## src/design/idsp_pkg.sv

```systemverilog
// shared types and constants for the streaming timestamp parser
// no dependencies; imported by every module of the block

package idsp_pkg;

	// parse phases of the back end
	typedef enum logic [3:0] {
		PH_YEAR = 4'd0,
		PH_MON  = 4'd1,
		PH_DAY  = 4'd2,
		PH_HOUR = 4'd3,
		PH_MIN  = 4'd4,
		PH_SEC  = 4'd5,
		PH_FRAC = 4'd6,
		PH_ZHR  = 4'd7,
		PH_ZMIN = 4'd8,
		PH_DONE = 4'd9
	} phase_t;

	// character classes found by the front end
	typedef enum logic [3:0] {
		CK_DIGIT,
		CK_TERM,
		CK_DASH,
		CK_TSEP,
		CK_COLON,
		CK_DOT,
		CK_ZULU,
		CK_PLUS,
		CK_OTHER
	} char_kind_t;

	// one classified item as it travels through the queue
	typedef struct packed {
		char_kind_t kind;
		logic [3:0] digit;
	} char_item_t;

	localparam logic [7:0] CHR_NUL   = 8'h00;
	localparam logic [7:0] CHR_DASH  = 8'h2D;
	localparam logic [7:0] CHR_PLUS  = 8'h2B;
	localparam logic [7:0] CHR_DOT   = 8'h2E;
	localparam logic [7:0] CHR_COLON = 8'h3A;
	localparam logic [7:0] CHR_ZERO  = 8'h30;
	localparam logic [7:0] CHR_NINE  = 8'h39;
	localparam logic [7:0] CHR_T     = 8'h54;
	localparam logic [7:0] CHR_Z     = 8'h5A;

	localparam int unsigned YEAR_LIMIT  = 9999;
	localparam int unsigned FIELD_LIMIT = 99;
	localparam int unsigned YEAR_BASE   = 1900;
	localparam int unsigned SEC_PER_HR  = 3600;
	localparam int unsigned SEC_PER_MIN = 60;

	localparam int unsigned QUEUE_DEPTH = 2;

endpackage

```

## src/design/idsp_front.sv

```systemverilog
// front end: takes text bytes and classifies them into queue items
// depends on idsp_pkg

module idsp_front
	import idsp_pkg::*;
(
	input  logic [7:0]  char_code,
	input  logic        in_valid,
	output logic        in_ready,
	input  logic        q_full,
	output logic        q_push,
	output char_item_t  q_item
);

	logic [7:0] digit_off;

	// handshake: accept whenever the queue has room
	assign in_ready  = !q_full;
	assign q_push    = in_valid && !q_full;
	assign digit_off = char_code - CHR_ZERO;

	// character classifier
	always_comb begin
		q_item.digit = digit_off[3:0];
		if (char_code >= CHR_ZERO && char_code <= CHR_NINE) begin
			q_item.kind = CK_DIGIT;
		end else begin
			case (char_code)
				CHR_NUL:   q_item.kind = CK_TERM;
				CHR_DASH:  q_item.kind = CK_DASH;
				CHR_T:     q_item.kind = CK_TSEP;
				CHR_COLON: q_item.kind = CK_COLON;
				CHR_DOT:   q_item.kind = CK_DOT;
				CHR_Z:     q_item.kind = CK_ZULU;
				CHR_PLUS:  q_item.kind = CK_PLUS;
				default:   q_item.kind = CK_OTHER;
			endcase
		end
	end

endmodule

```

## src/design/idsp_queue.sv

```systemverilog
// two-entry item queue between the front and back ends
// depends on idsp_pkg

module idsp_queue
	import idsp_pkg::*;
(
	input  logic        clk,
	input  logic        arst_n,
	input  logic        push,
	input  char_item_t  push_item,
	output logic        full,
	input  logic        pop,
	output logic        q_valid,
	output char_item_t  q_item
);

	char_item_t entry_q [QUEUE_DEPTH];
	logic       wr_ptr_q;
	logic       rd_ptr_q;
	logic [1:0] count_q;

	assign full    = (count_q == 2'(QUEUE_DEPTH));
	assign q_valid = (count_q != 2'd0);
	assign q_item  = entry_q[rd_ptr_q];

	// pointers and fill count
	always_ff @(posedge clk or negedge arst_n) begin
		if (!arst_n) begin
			wr_ptr_q <= 1'b0;
			rd_ptr_q <= 1'b0;
			count_q  <= 2'd0;
		end else begin
			if (push) wr_ptr_q <= !wr_ptr_q;
			if (pop) rd_ptr_q <= !rd_ptr_q;
			if (push && !pop) count_q <= count_q + 2'd1;
			else if (pop && !push) count_q <= count_q - 2'd1;
		end
	end

	// entry storage
	always_ff @(posedge clk) begin
		if (push) entry_q[wr_ptr_q] <= push_item;
	end

endmodule

```

## src/design/idsp_back.sv

```systemverilog
// back end: field parser state machine and result register
// depends on idsp_pkg

module idsp_back
	import idsp_pkg::*;
(
	input  logic               clk,
	input  logic               arst_n,
	input  logic               q_valid,
	input  char_item_t         q_item,
	output logic               pop,
	output logic               out_valid,
	input  logic               out_ready,
	output logic               status,
	output logic signed [13:0] year_since_1900,
	output logic signed [7:0]  month_index,
	output logic [6:0]         day_of_month,
	output logic [6:0]         hour_value,
	output logic [6:0]         minute_value,
	output logic [6:0]         second_value,
	output logic signed [19:0] zone_offset_seconds,
	output logic               zone_known
);

	// parse state
	phase_t      phase_q, phase_d;
	logic [13:0] acc_q, acc_d;
	logic [13:0] year_q, year_d;
	logic [6:0]  month_q, month_d;
	logic [6:0]  day_q, day_d;
	logic [6:0]  hour_q, hour_d;
	logic [6:0]  minute_q, minute_d;
	logic [6:0]  second_q, second_d;
	logic        neg_q, neg_d;
	logic [6:0]  zhour_q, zhour_d;
	logic        zset_q, zset_d;
	logic        err_q, err_d;
	logic        out_valid_q;

	// result values formed at the terminator
	logic        is_term;
	logic        load_out;
	logic        bad;
	logic [6:0]  sec_fin;
	logic [6:0]  zh_fin;
	logic [6:0]  zm_fin;
	logic [18:0] off_mag;
	logic [19:0] off_val;
	logic        is_digit;
	logic [13:0] acc_year;
	logic [13:0] acc_field;

	// decimal accumulate with saturation
	function automatic logic [13:0] acc_step(input logic [13:0] acc, input logic [3:0] dig,
		input logic [13:0] limit);
		logic [16:0] v;
		v = 17'(acc) * 17'd10 + 17'(dig);
		if (v > 17'(limit)) return limit;
		return v[13:0];
	endfunction

	assign is_term   = (q_item.kind == CK_TERM);
	assign is_digit  = (q_item.kind == CK_DIGIT);
	assign pop       = q_valid && (!is_term || !out_valid_q || out_ready);
	assign load_out  = pop && is_term;
	assign out_valid = out_valid_q;
	assign acc_year  = acc_step(acc_q, q_item.digit, 14'(YEAR_LIMIT));
	assign acc_field = acc_step(acc_q, q_item.digit, 14'(FIELD_LIMIT));

	// final field values and zone offset
	always_comb begin
		bad     = err_q || (phase_q < PH_SEC) || (phase_q > PH_DONE);
		sec_fin = (phase_q == PH_SEC) ? acc_q[6:0] : second_q;
		zh_fin  = (phase_q == PH_ZHR) ? acc_q[6:0] : zhour_q;
		zm_fin  = (phase_q == PH_ZMIN || phase_q == PH_DONE) ? acc_q[6:0] : 7'd0;
		off_mag = 19'(zh_fin) * 19'(SEC_PER_HR) + 19'(zm_fin) * 19'(SEC_PER_MIN);
		off_val = neg_q ? (20'd0 - {1'b0, off_mag}) : {1'b0, off_mag};
	end

	// next parse state
	always_comb begin
		phase_d  = phase_q;
		acc_d    = acc_q;
		year_d   = year_q;
		month_d  = month_q;
		day_d    = day_q;
		hour_d   = hour_q;
		minute_d = minute_q;
		second_d = second_q;
		neg_d    = neg_q;
		zhour_d  = zhour_q;
		zset_d   = zset_q;
		err_d    = err_q;
		if (pop && is_term) begin
			// terminator returns the parser to its reset state
			phase_d  = PH_YEAR;
			acc_d    = '0;
			year_d   = '0;
			month_d  = '0;
			day_d    = '0;
			hour_d   = '0;
			minute_d = '0;
			second_d = '0;
			neg_d    = 1'b0;
			zhour_d  = '0;
			zset_d   = 1'b0;
			err_d    = 1'b0;
		end else if (pop && !err_q) begin
			unique case (phase_q)
				PH_YEAR: begin
					if (is_digit) acc_d = acc_year;
					else if (q_item.kind == CK_DASH) begin
						year_d  = acc_q;
						acc_d   = '0;
						phase_d = PH_MON;
					end else err_d = 1'b1;
				end
				PH_MON: begin
					if (is_digit) acc_d = acc_field;
					else if (q_item.kind == CK_DASH) begin
						month_d = acc_q[6:0];
						acc_d   = '0;
						phase_d = PH_DAY;
					end else err_d = 1'b1;
				end
				PH_DAY: begin
					if (is_digit) acc_d = acc_field;
					else if (q_item.kind == CK_TSEP) begin
						day_d   = acc_q[6:0];
						acc_d   = '0;
						phase_d = PH_HOUR;
					end else err_d = 1'b1;
				end
				PH_HOUR: begin
					if (is_digit) acc_d = acc_field;
					else if (q_item.kind == CK_COLON) begin
						hour_d  = acc_q[6:0];
						acc_d   = '0;
						phase_d = PH_MIN;
					end else err_d = 1'b1;
				end
				PH_MIN: begin
					if (is_digit) acc_d = acc_field;
					else if (q_item.kind == CK_COLON) begin
						minute_d = acc_q[6:0];
						acc_d    = '0;
						phase_d  = PH_SEC;
					end else err_d = 1'b1;
				end
				PH_SEC, PH_FRAC: begin
					if (is_digit) begin
						if (phase_q == PH_SEC) acc_d = acc_field;
					end else begin
						if (phase_q == PH_SEC) begin
							second_d = acc_q[6:0];
							acc_d    = '0;
						end
						// zone or fraction start
						case (q_item.kind)
							CK_DOT: begin
								if (phase_q == PH_SEC) phase_d = PH_FRAC;
								else err_d = 1'b1;
							end
							CK_ZULU: begin
								zset_d  = 1'b1;
								phase_d = PH_DONE;
							end
							CK_PLUS, CK_DASH: begin
								zset_d  = 1'b1;
								neg_d   = (q_item.kind == CK_DASH);
								phase_d = PH_ZHR;
							end
							default: err_d = 1'b1;
						endcase
					end
				end
				PH_ZHR: begin
					if (is_digit) acc_d = acc_field;
					else begin
						zhour_d = acc_q[6:0];
						acc_d   = '0;
						phase_d = (q_item.kind == CK_COLON) ? PH_ZMIN : PH_DONE;
					end
				end
				PH_ZMIN: begin
					if (is_digit) acc_d = acc_field;
					else phase_d = PH_DONE;
				end
				PH_DONE: begin
				end
				default: err_d = 1'b1;
			endcase
		end
	end

	// parse state registers
	always_ff @(posedge clk or negedge arst_n) begin
		if (!arst_n) begin
			phase_q     <= PH_YEAR;
			acc_q       <= '0;
			year_q      <= '0;
			month_q     <= '0;
			day_q       <= '0;
			hour_q      <= '0;
			minute_q    <= '0;
			second_q    <= '0;
			neg_q       <= 1'b0;
			zhour_q     <= '0;
			zset_q      <= 1'b0;
			err_q       <= 1'b0;
			out_valid_q <= 1'b0;
		end else begin
			phase_q  <= phase_d;
			acc_q    <= acc_d;
			year_q   <= year_d;
			month_q  <= month_d;
			day_q    <= day_d;
			hour_q   <= hour_d;
			minute_q <= minute_d;
			second_q <= second_d;
			neg_q    <= neg_d;
			zhour_q  <= zhour_d;
			zset_q   <= zset_d;
			err_q    <= err_d;
			if (load_out) out_valid_q <= 1'b1;
			else if (out_ready) out_valid_q <= 1'b0;
		end
	end

	// result register, all value fields zero and status set on a malformed timestamp
	always_ff @(posedge clk) begin
		if (load_out) begin
			status              <= bad;
			year_since_1900     <= bad ? '0 : signed'(year_q - 14'(YEAR_BASE));
			month_index         <= bad ? '0 : signed'({1'b0, month_q} - 8'd1);
			day_of_month        <= bad ? '0 : day_q;
			hour_value          <= bad ? '0 : hour_q;
			minute_value        <= bad ? '0 : minute_q;
			second_value        <= bad ? '0 : sec_fin;
			zone_offset_seconds <= bad ? '0 : signed'(off_val);
			zone_known          <= bad ? 1'b0 : zset_q;
		end
	end

endmodule

```

## src/design/iso_datetime_stream_parser_core.sv

```systemverilog
// top level of the streaming ISO 8601 timestamp parser
// depends on idsp_pkg, idsp_front, idsp_queue, idsp_back
//
//   channel   handshake              payload
//   input     in_valid / in_ready    char_code
//   output    out_valid / out_ready  status, year_since_1900, month_index,
//                                    day_of_month, hour_value, minute_value,
//                                    second_value, zone_offset_seconds, zone_known
//
// one item per cycle sustained unless a held result stalls a terminator; a terminator's
// result is presented after the item passes through the queue and loads the result register
// the parser handles one character per cycle, unless a held result stalls a terminator,
// with one multiply-add by ten; arst_n clears the queue, the parse phase and all parse field registers
// a held result stalls only a terminator at the queue head; characters ahead of it keep
// moving, and in_ready drops only when both queue entries are full

module iso_datetime_stream_parser_core
	import idsp_pkg::*;
(
	input  logic               clk,
	input  logic               arst_n,
	input  logic               in_valid,
	output logic               in_ready,
	input  logic [7:0]         char_code,
	output logic               out_valid,
	input  logic               out_ready,
	output logic               status,
	output logic signed [13:0] year_since_1900,
	output logic signed [7:0]  month_index,
	output logic [6:0]         day_of_month,
	output logic [6:0]         hour_value,
	output logic [6:0]         minute_value,
	output logic [6:0]         second_value,
	output logic signed [19:0] zone_offset_seconds,
	output logic               zone_known
);

	logic       q_full;
	logic       q_push;
	logic       q_pop;
	logic       q_valid;
	char_item_t push_item;
	char_item_t head_item;

	// classifier
	idsp_front u_front (
		.char_code (char_code),
		.in_valid  (in_valid),
		.in_ready  (in_ready),
		.q_full    (q_full),
		.q_push    (q_push),
		.q_item    (push_item)
	);

	// decoupling queue
	idsp_queue u_queue (
		.clk       (clk),
		.arst_n    (arst_n),
		.push      (q_push),
		.push_item (push_item),
		.full      (q_full),
		.pop       (q_pop),
		.q_valid   (q_valid),
		.q_item    (head_item)
	);

	// parser and result register
	idsp_back u_back (
		.clk                 (clk),
		.arst_n              (arst_n),
		.q_valid             (q_valid),
		.q_item              (head_item),
		.pop                 (q_pop),
		.out_valid           (out_valid),
		.out_ready           (out_ready),
		.status              (status),
		.year_since_1900     (year_since_1900),
		.month_index         (month_index),
		.day_of_month        (day_of_month),
		.hour_value          (hour_value),
		.minute_value        (minute_value),
		.second_value        (second_value),
		.zone_offset_seconds (zone_offset_seconds),
		.zone_known          (zone_known)
	);

endmodule
```

## config.mk

```make
export PLATFORM = sky130hd
export DESIGN_NAME = iso_datetime_stream_parser_core
export DESIGN_NICKNAME = d
export VERILOG_FILES = /design/src/design/idsp_pkg.sv /design/src/design/idsp_front.sv /design/src/design/idsp_queue.sv /design/src/design/idsp_back.sv /design/src/design/iso_datetime_stream_parser_core.sv
export SDC_FILE = /design/constraint.sdc
export NUM_CORES = 1
export LEC_CHECK = 0
export ABC_AREA = 1
export BUFFER_PORTS_ARGS = -buffer_cell sky130_fd_sc_hd__buf_2
export CAP_MARGIN = 10
export CORE_UTILIZATION = 56
export CTS_BUF_LIST = sky130_fd_sc_hd__clkbuf_16
export CTS_CLUSTER_SIZE = 30
export DETAILED_ROUTE_END_ITERATION = 8
export GPL_ROUTABILITY_DRIVEN = 0
export PLACE_DENSITY = 0.78
export SETUP_SLACK_MARGIN = 0.2
export SLEW_MARGIN = 15
export SYNTH_ARGS = -nofsm -noshare
export SYNTH_HDL_FRONTEND = slang
export SYNTH_SLANG_ARGS = --single-unit
```

## constraint.sdc

```tcl
create_clock -name clk -period 5.3 [get_ports clk]
set_input_delay 0.53 -clock clk [delete_from_list [all_inputs] [get_ports clk]]
set_output_delay 0.53 -clock clk [all_outputs]
set_load 0.02 [all_outputs]
```

==> reports/metrics.cfg, run 1 <==
[status]
status=completed

[timing]
slew_viol_final=0
finalSetupViolCount=0
rsz0062_at_grt=true
worst_slew_pin_slew_ns=1.02
post-route-period-util_pct=98.7
whs_ns=0.0587
finClkSkew_ns=0.0163
fmax_ghz=0.191
hold_viol=0
setup_tns_ns=0
post-route-min-period_ns=5.23
slew_headroom_pct=32.2

[worst_setup_path]
reg2reg_from=u_back.phase_q[1]
rrSetupSlack_ns=0.07
max_stage_delay_ns=0.45
cp-end-kind=register
worstPathMaxFanout=6
r2r-end=u_back.zone_offset_seconds[19]
cp.required_ns=5.48
crit_type=register to register
worstRegToRegCells=33
critPathLaunch=u_back.phase_q[1]
critPathLaunchType=register
arrival_ns=5.41
cp_slowest_cell=fa_1

[power_and_ir_drop]
power_density_nw_per_um2=461
totalPowerFinal_uw=6140
p_leak_uw=0.00670
ir_drop_v=0.000317

[yosys]
seq_area_frac_synth_pct=39.7
yosysWarnings=0
synth_edf_count=86
synth_seq_cells=168
yosys.area.top_type=edfxtp_1
synth_area_per_cell_um2=7.80
yosysMostFrequentCell=nand2_1
synthAdderAreaFrac_pct=11.8
syn-cell-area_um2=11700
synth_top_family_by_area=simple AND/OR/NAND/NOR gates
synth_compound_area_share_pct=11.2
synth-simple-area-share_pct=26.0
synthArstFlopShare_pct=48.8
synth_cell_types=52
synthXorXnorAreaFrac_pct=3.00
synth-main-ff-cell=edfxtp_1
synth.top_cells.by_area=edfxtp_1, dfrtp_1, nand2_1, ha_1, inv_1
synth_top_area_share_pct=22.1
synthCells=1496
synthTopCellsByCount=nand2_1, inv_1, nor2_1
synth_mux_area_share_pct=0

[route]
viasPerCell=5.47
first_pass_iters=6
wl_per_cell_um=14.3
drt_wl_total_um=27100
ant_nets=0
first_iter_violations=837
drcViolationCount=0
num_vias=10329

[grt]
grt_start_max_net_pins=83
grt_pass1_vias=9443
antenna_found_initial=0
overflow=0
track_usage_pct=25.3
grt_pass1_wl_um=43800

[clock_tree]
cts_buffers=17
cts_root_buf=clkbuf_16
clkSinkCount=168
clockBufferDepth=2
postCtsHoldBufs=0
clk_pin_slew_ns=0.07
cts_tree=yes
cts.htree.levels=4
clock_latency_ns=0.43

[die]
initial_core_util_pct=57.5
die_h_um=146
die_w_um=146
coreArea_um2=20300
rows=52
ios=86
die_area_um2=21400

[place]
dpl.hpwl_um=19500
io_buffer_count=83

[cells_and_area]
final_layout_size_suffix_gt1_share_pct=15.1
num-nets-final=1719
diodes=0
finish.utilization_pct=65.6
n_fill_cell=1681
area_growth_pct=14.2

[worst_hold_path]
hold_class=input port to async pin

[run]
cap_violations=0

final cells by class:
| type | instances | area, um^2 | share of cell area [%] |
|---|---|---|---|
| Multi-Input combinational cell | 1087 | 6270 | 47.0 |
| Inverter | 208 | 783 | 5.88 |
| Clock inverter | 15 | 135 | 1.01 |
| Sequential cell | 168 | 4630 | 34.8 |
| Timing Repair Buffer | 123 | 738 | 5.54 |
| Tap cell | 270 | 338 | 2.54 |
| Clock buffer | 17 | 425 | 3.19 |
cells in the final DEF, fill, tap and decap left out, types with 9 or more instances in the layout:
cell type	n
inv_2	13
nand2_2	10
a21oi_1	78
or2_2	9
xnor2_1	15
o21ai_0	82
edfxtp_1	86
xor2_1	24
inv_1	193
nor2_2	9
nand3_1	88
ha_1	84
o21ai_1	24
o21ai_2	11
nand2_1	379
nor3_1	27
clkbuf_16	17
buf_4	40
nand4_1	13
fa_1	14
nor2_1	135
buf_2	82
dfrtp_1	82
how the worst max path moves through the flow:
stage,cells after the start,to,slack [ns]
2_1_floorplan,33,u_back.zone_offset_seconds[18],0.22
3_3_place_gp,33,u_back.zone_offset_seconds[18],0.12
3_5_place_dp,33,u_back.zone_offset_seconds[18],-0.07
4_1_cts,33,u_back.zone_offset_seconds[18],0.16
5_1_grt,33,u_back.zone_offset_seconds[19],-0.28
6_report,33,u_back.zone_offset_seconds[19],0.07
critical path, delay by kind of cell (launching register included):
family | cells | cell delay (ns)
XOR/XNOR | 4 | 0.57
AND/OR/NAND/NOR | 15 | 1.58
flip-flops | 1 | 0.39
AO/OA/AOI/OAI | 6 | 0.84
buffers and inverters | 5 | 0.55
adder cells (fa/ha/maj) | 3 | 1.01
cell families (layout without fill, tap and decap cells):
group           after synthesis  after routing
flops                       168            168
xor+xnor                     40             40
buf+inv                     242            363
compound gates              234            234
other cells                   1              2
fa+ha+maj                   102            102
simple gates                709            709
registers in the layout, summed over array words and instances (netlist names), 8 cells and up:
register	flops
u_back.acc_q	14
u_back.month_index	8
u_back.year_q	14
u_back.year_since_1900	14
u_back.zone_offset_seconds	18
u_queue.entry_q	16
what timing repair did:
| action | CTS | global route |
|---|---|---|
| cloned | 0 | 0 |
| buffers inserted | 4 | 10 |
| pin swaps | 6 | 18 |
| endpoints found under the setup margin | 6 | 9 |
| gates resized for setup | 11 | 32 |
stage by stage:
step           setup slack (ns)  cell area [um^2]  cells
3_3_place_gp              0.117             12500   1841
2_1_floorplan             0.216             11700   1497
3_5_place_dp            -0.0686             12500   1841
4_1_cts                   0.160             13100   1877
5_1_grt                  -0.276             13300   1888
6_report                 0.0695             13300   1888
routing by layer:
layer | track usage (%) | vias up | share of wire (%)
met5 | 0 | - | 0
li1 | - | 5123 | -
met4 | 8.59 | 0 | 2.6
met3 | 3.84 | 80 | 5.6
met1 | 33.0 | 4783 | 43
met2 | 42.8 | 343 | 49
power breakdown:
part | switching [uW] | internal [uW]
sequential | 164 | 1600
clock | 554 | 618
combinational | 2080 | 1120
No activity file was read; power rests on OpenSTA's default activity.
==> inputs of run 2 (changes only) <==
--- a/config.mk
+++ b/config.mk
@@ -13,7 +13,7 @@
 export CTS_CLUSTER_SIZE = 30
 export DETAILED_ROUTE_END_ITERATION = 8
 export GPL_ROUTABILITY_DRIVEN = 0
-export PLACE_DENSITY = 0.78
+export PLACE_DENSITY = 0.77
 export SETUP_SLACK_MARGIN = 0.2
 export SLEW_MARGIN = 15
 export SYNTH_ARGS = -nofsm -noshare
==> reports/metrics.cfg, run 2 (synthesis results as in run 1) <==
[cells_and_area]
final_cell_mix=nand2_1, inv_1, nor2_1, nand3_1, edfxtp_1
largest_register=u_back.zone_offset_seconds
area_growth_pct=16.3
final_common_cell=nand2_1
largest_register_ffs=18
stdcell_area_um2=13600
diodes=0
final_layout_size_suffix_gt1_share_pct=17.5
final-instance-count-excl-fill=1890
num-nets-final=1721
reg.largest.list=u_back.zone_offset_seconds x18, u_queue.entry_q x16

[timing]
slew_headroom_pct=29.7
hold_viol=0
finalSetupViolCount=0
slew_viol_final=0
setup_tns_ns=0
post-route-min-period_ns=5.29
post-route-period-util_pct=99.8
worst_slew_pin_slew_ns=1.05
rsz0062_at_grt=true
fmax_ghz=0.189
finClkSkew_ns=0.0123

[clock_tree]
clockBufferDepth=2
clk_pin_slew_ns=0.08
cts_buffers=17
cts_root_buf=clkbuf_16
clock_latency_ns=0.44
cts.htree.levels=4
cts_tree=yes
clkSinkCount=168
postCtsHoldBufs=0

[power_and_ir_drop]
swShare_pct=46.1
intPower_uw=3500
power_density_nw_per_um2=479
pwr-share-seq_pct=27.0
ir_drop_v=0.000302
power_switching_uw=3000
combPwrFrac_pct=53.0
p_clk_share_pct=20.1
p_leak_uw=0.00670

[place]
io_buffer_count=83
dp_cells=1844
placed_area_um2=12500
dpl.hpwl_um=19600

[route]
ant_nets=0
wl_per_cell_um=14.8
first_pass_iters=5
viasPerCell=5.47
first_iter_violations=811
drt_wl_total_um=28000
drcViolationCount=0
num_vias=10344

[worst_setup_path]
critPathLaunchType=register
critical_path.top_delay_family=adder cells
cp.required_ns=5.50
max_stage_delay_ns=0.51
crit_type=register to register
path_common_cell=ha_4
crit_buf_inv=8
arrival_ns=5.49
worstPathMaxFanout=4
cp-end-kind=register
cp_slowest_cell=fa_1

[grt]
grt_pass1_wl_um=44600
grt_pass1_vias=9538
antenna_found_initial=0
overflow=0
track_usage_pct=25.8
grt_start_max_net_pins=83

[status]
status=completed

[die]
die_area_um2=21400
rows=52
initial_core_util_pct=57.5
ios=86
die_h_um=146
die_w_um=146
coreArea_um2=20300

[run]
cap_violations=0

[worst_hold_path]
hold_class=input port to async pin

## run 2: stage by stage
| stage | utilization [%] | hold slack (ns) | setup WS [ns] | power [uW] |
|---|---|---|---|---|
| final | 66.9 | 0.242 | 0.0117 | 6500 |
| after global routing | 66.9 | 0.314 | -0.261 | 6970 |
| after CTS | 64.9 | 0.285 | 0.195 | 6040 |
| after detailed placement | 61.5 | 0.474 | -0.0126 | 4690 |
| after global placement | 61.5 | 0.459 | 0.164 | 4600 |
| after floorplan | - | 0.234 | 0.216 | 3980 |
## run 2: repair_timing
action | CTS | global route
pin swaps | 2 | 37
setup endpoints to repair | 6 | 9
gates resized for setup | 10 | 73
buffers inserted | 1 | 13
## run 2: metal layers
metal,vias up,GRT usage (%),routed length [um]
met4,0,10.7,1050
li1,5126,-,-
met1,4769,32.8,11600
met3,92,4.22,1730
met2,357,43.7,13600
met5,-,0,0
## run 2: layout make-up
class	count	area [um^2]
well taps	270	338
clock buffers	17	425
inverters	208	787
clock inverters	15	209
repair buffers	125	737
multi-input cells	1087	6440
fillers	1685	6730
flip-flops and latches	168	4630
## run 2: power by group through the flow
stage          clock network [uW]  registers, uW  logic, uW
6_report                     1300           1750       3440
5_1_grt                      1360           1780       3830
4_1_cts                      1310           1750       2980
3_5_place_dp                    0           1780       2910
3_3_place_gp                    0           1770       2830
2_1_floorplan                   0           1760       2220
## run 2: path summary, 6_finish.rpt
check / start / end / slack [ns] / depth (start not counted)
hold / removal: arst_n / u_back.hour_q[5] / 0.24 / 1
setup reg to reg: u_back.phase_q[1] / u_back.zone_offset_seconds[18] / 0.01 / 33
max in group asynchronous: arst_n / u_back.acc_q[10] / 4.34 / 1
hold reg to reg: u_back.minute_q[0] / u_back.minute_q[0] / 0.49 / 2
min in group clk: out_ready / u_back.out_valid / 0.28 / 2
setup / recovery: u_back.phase_q[1] / u_back.zone_offset_seconds[18] / 0.01 / 33
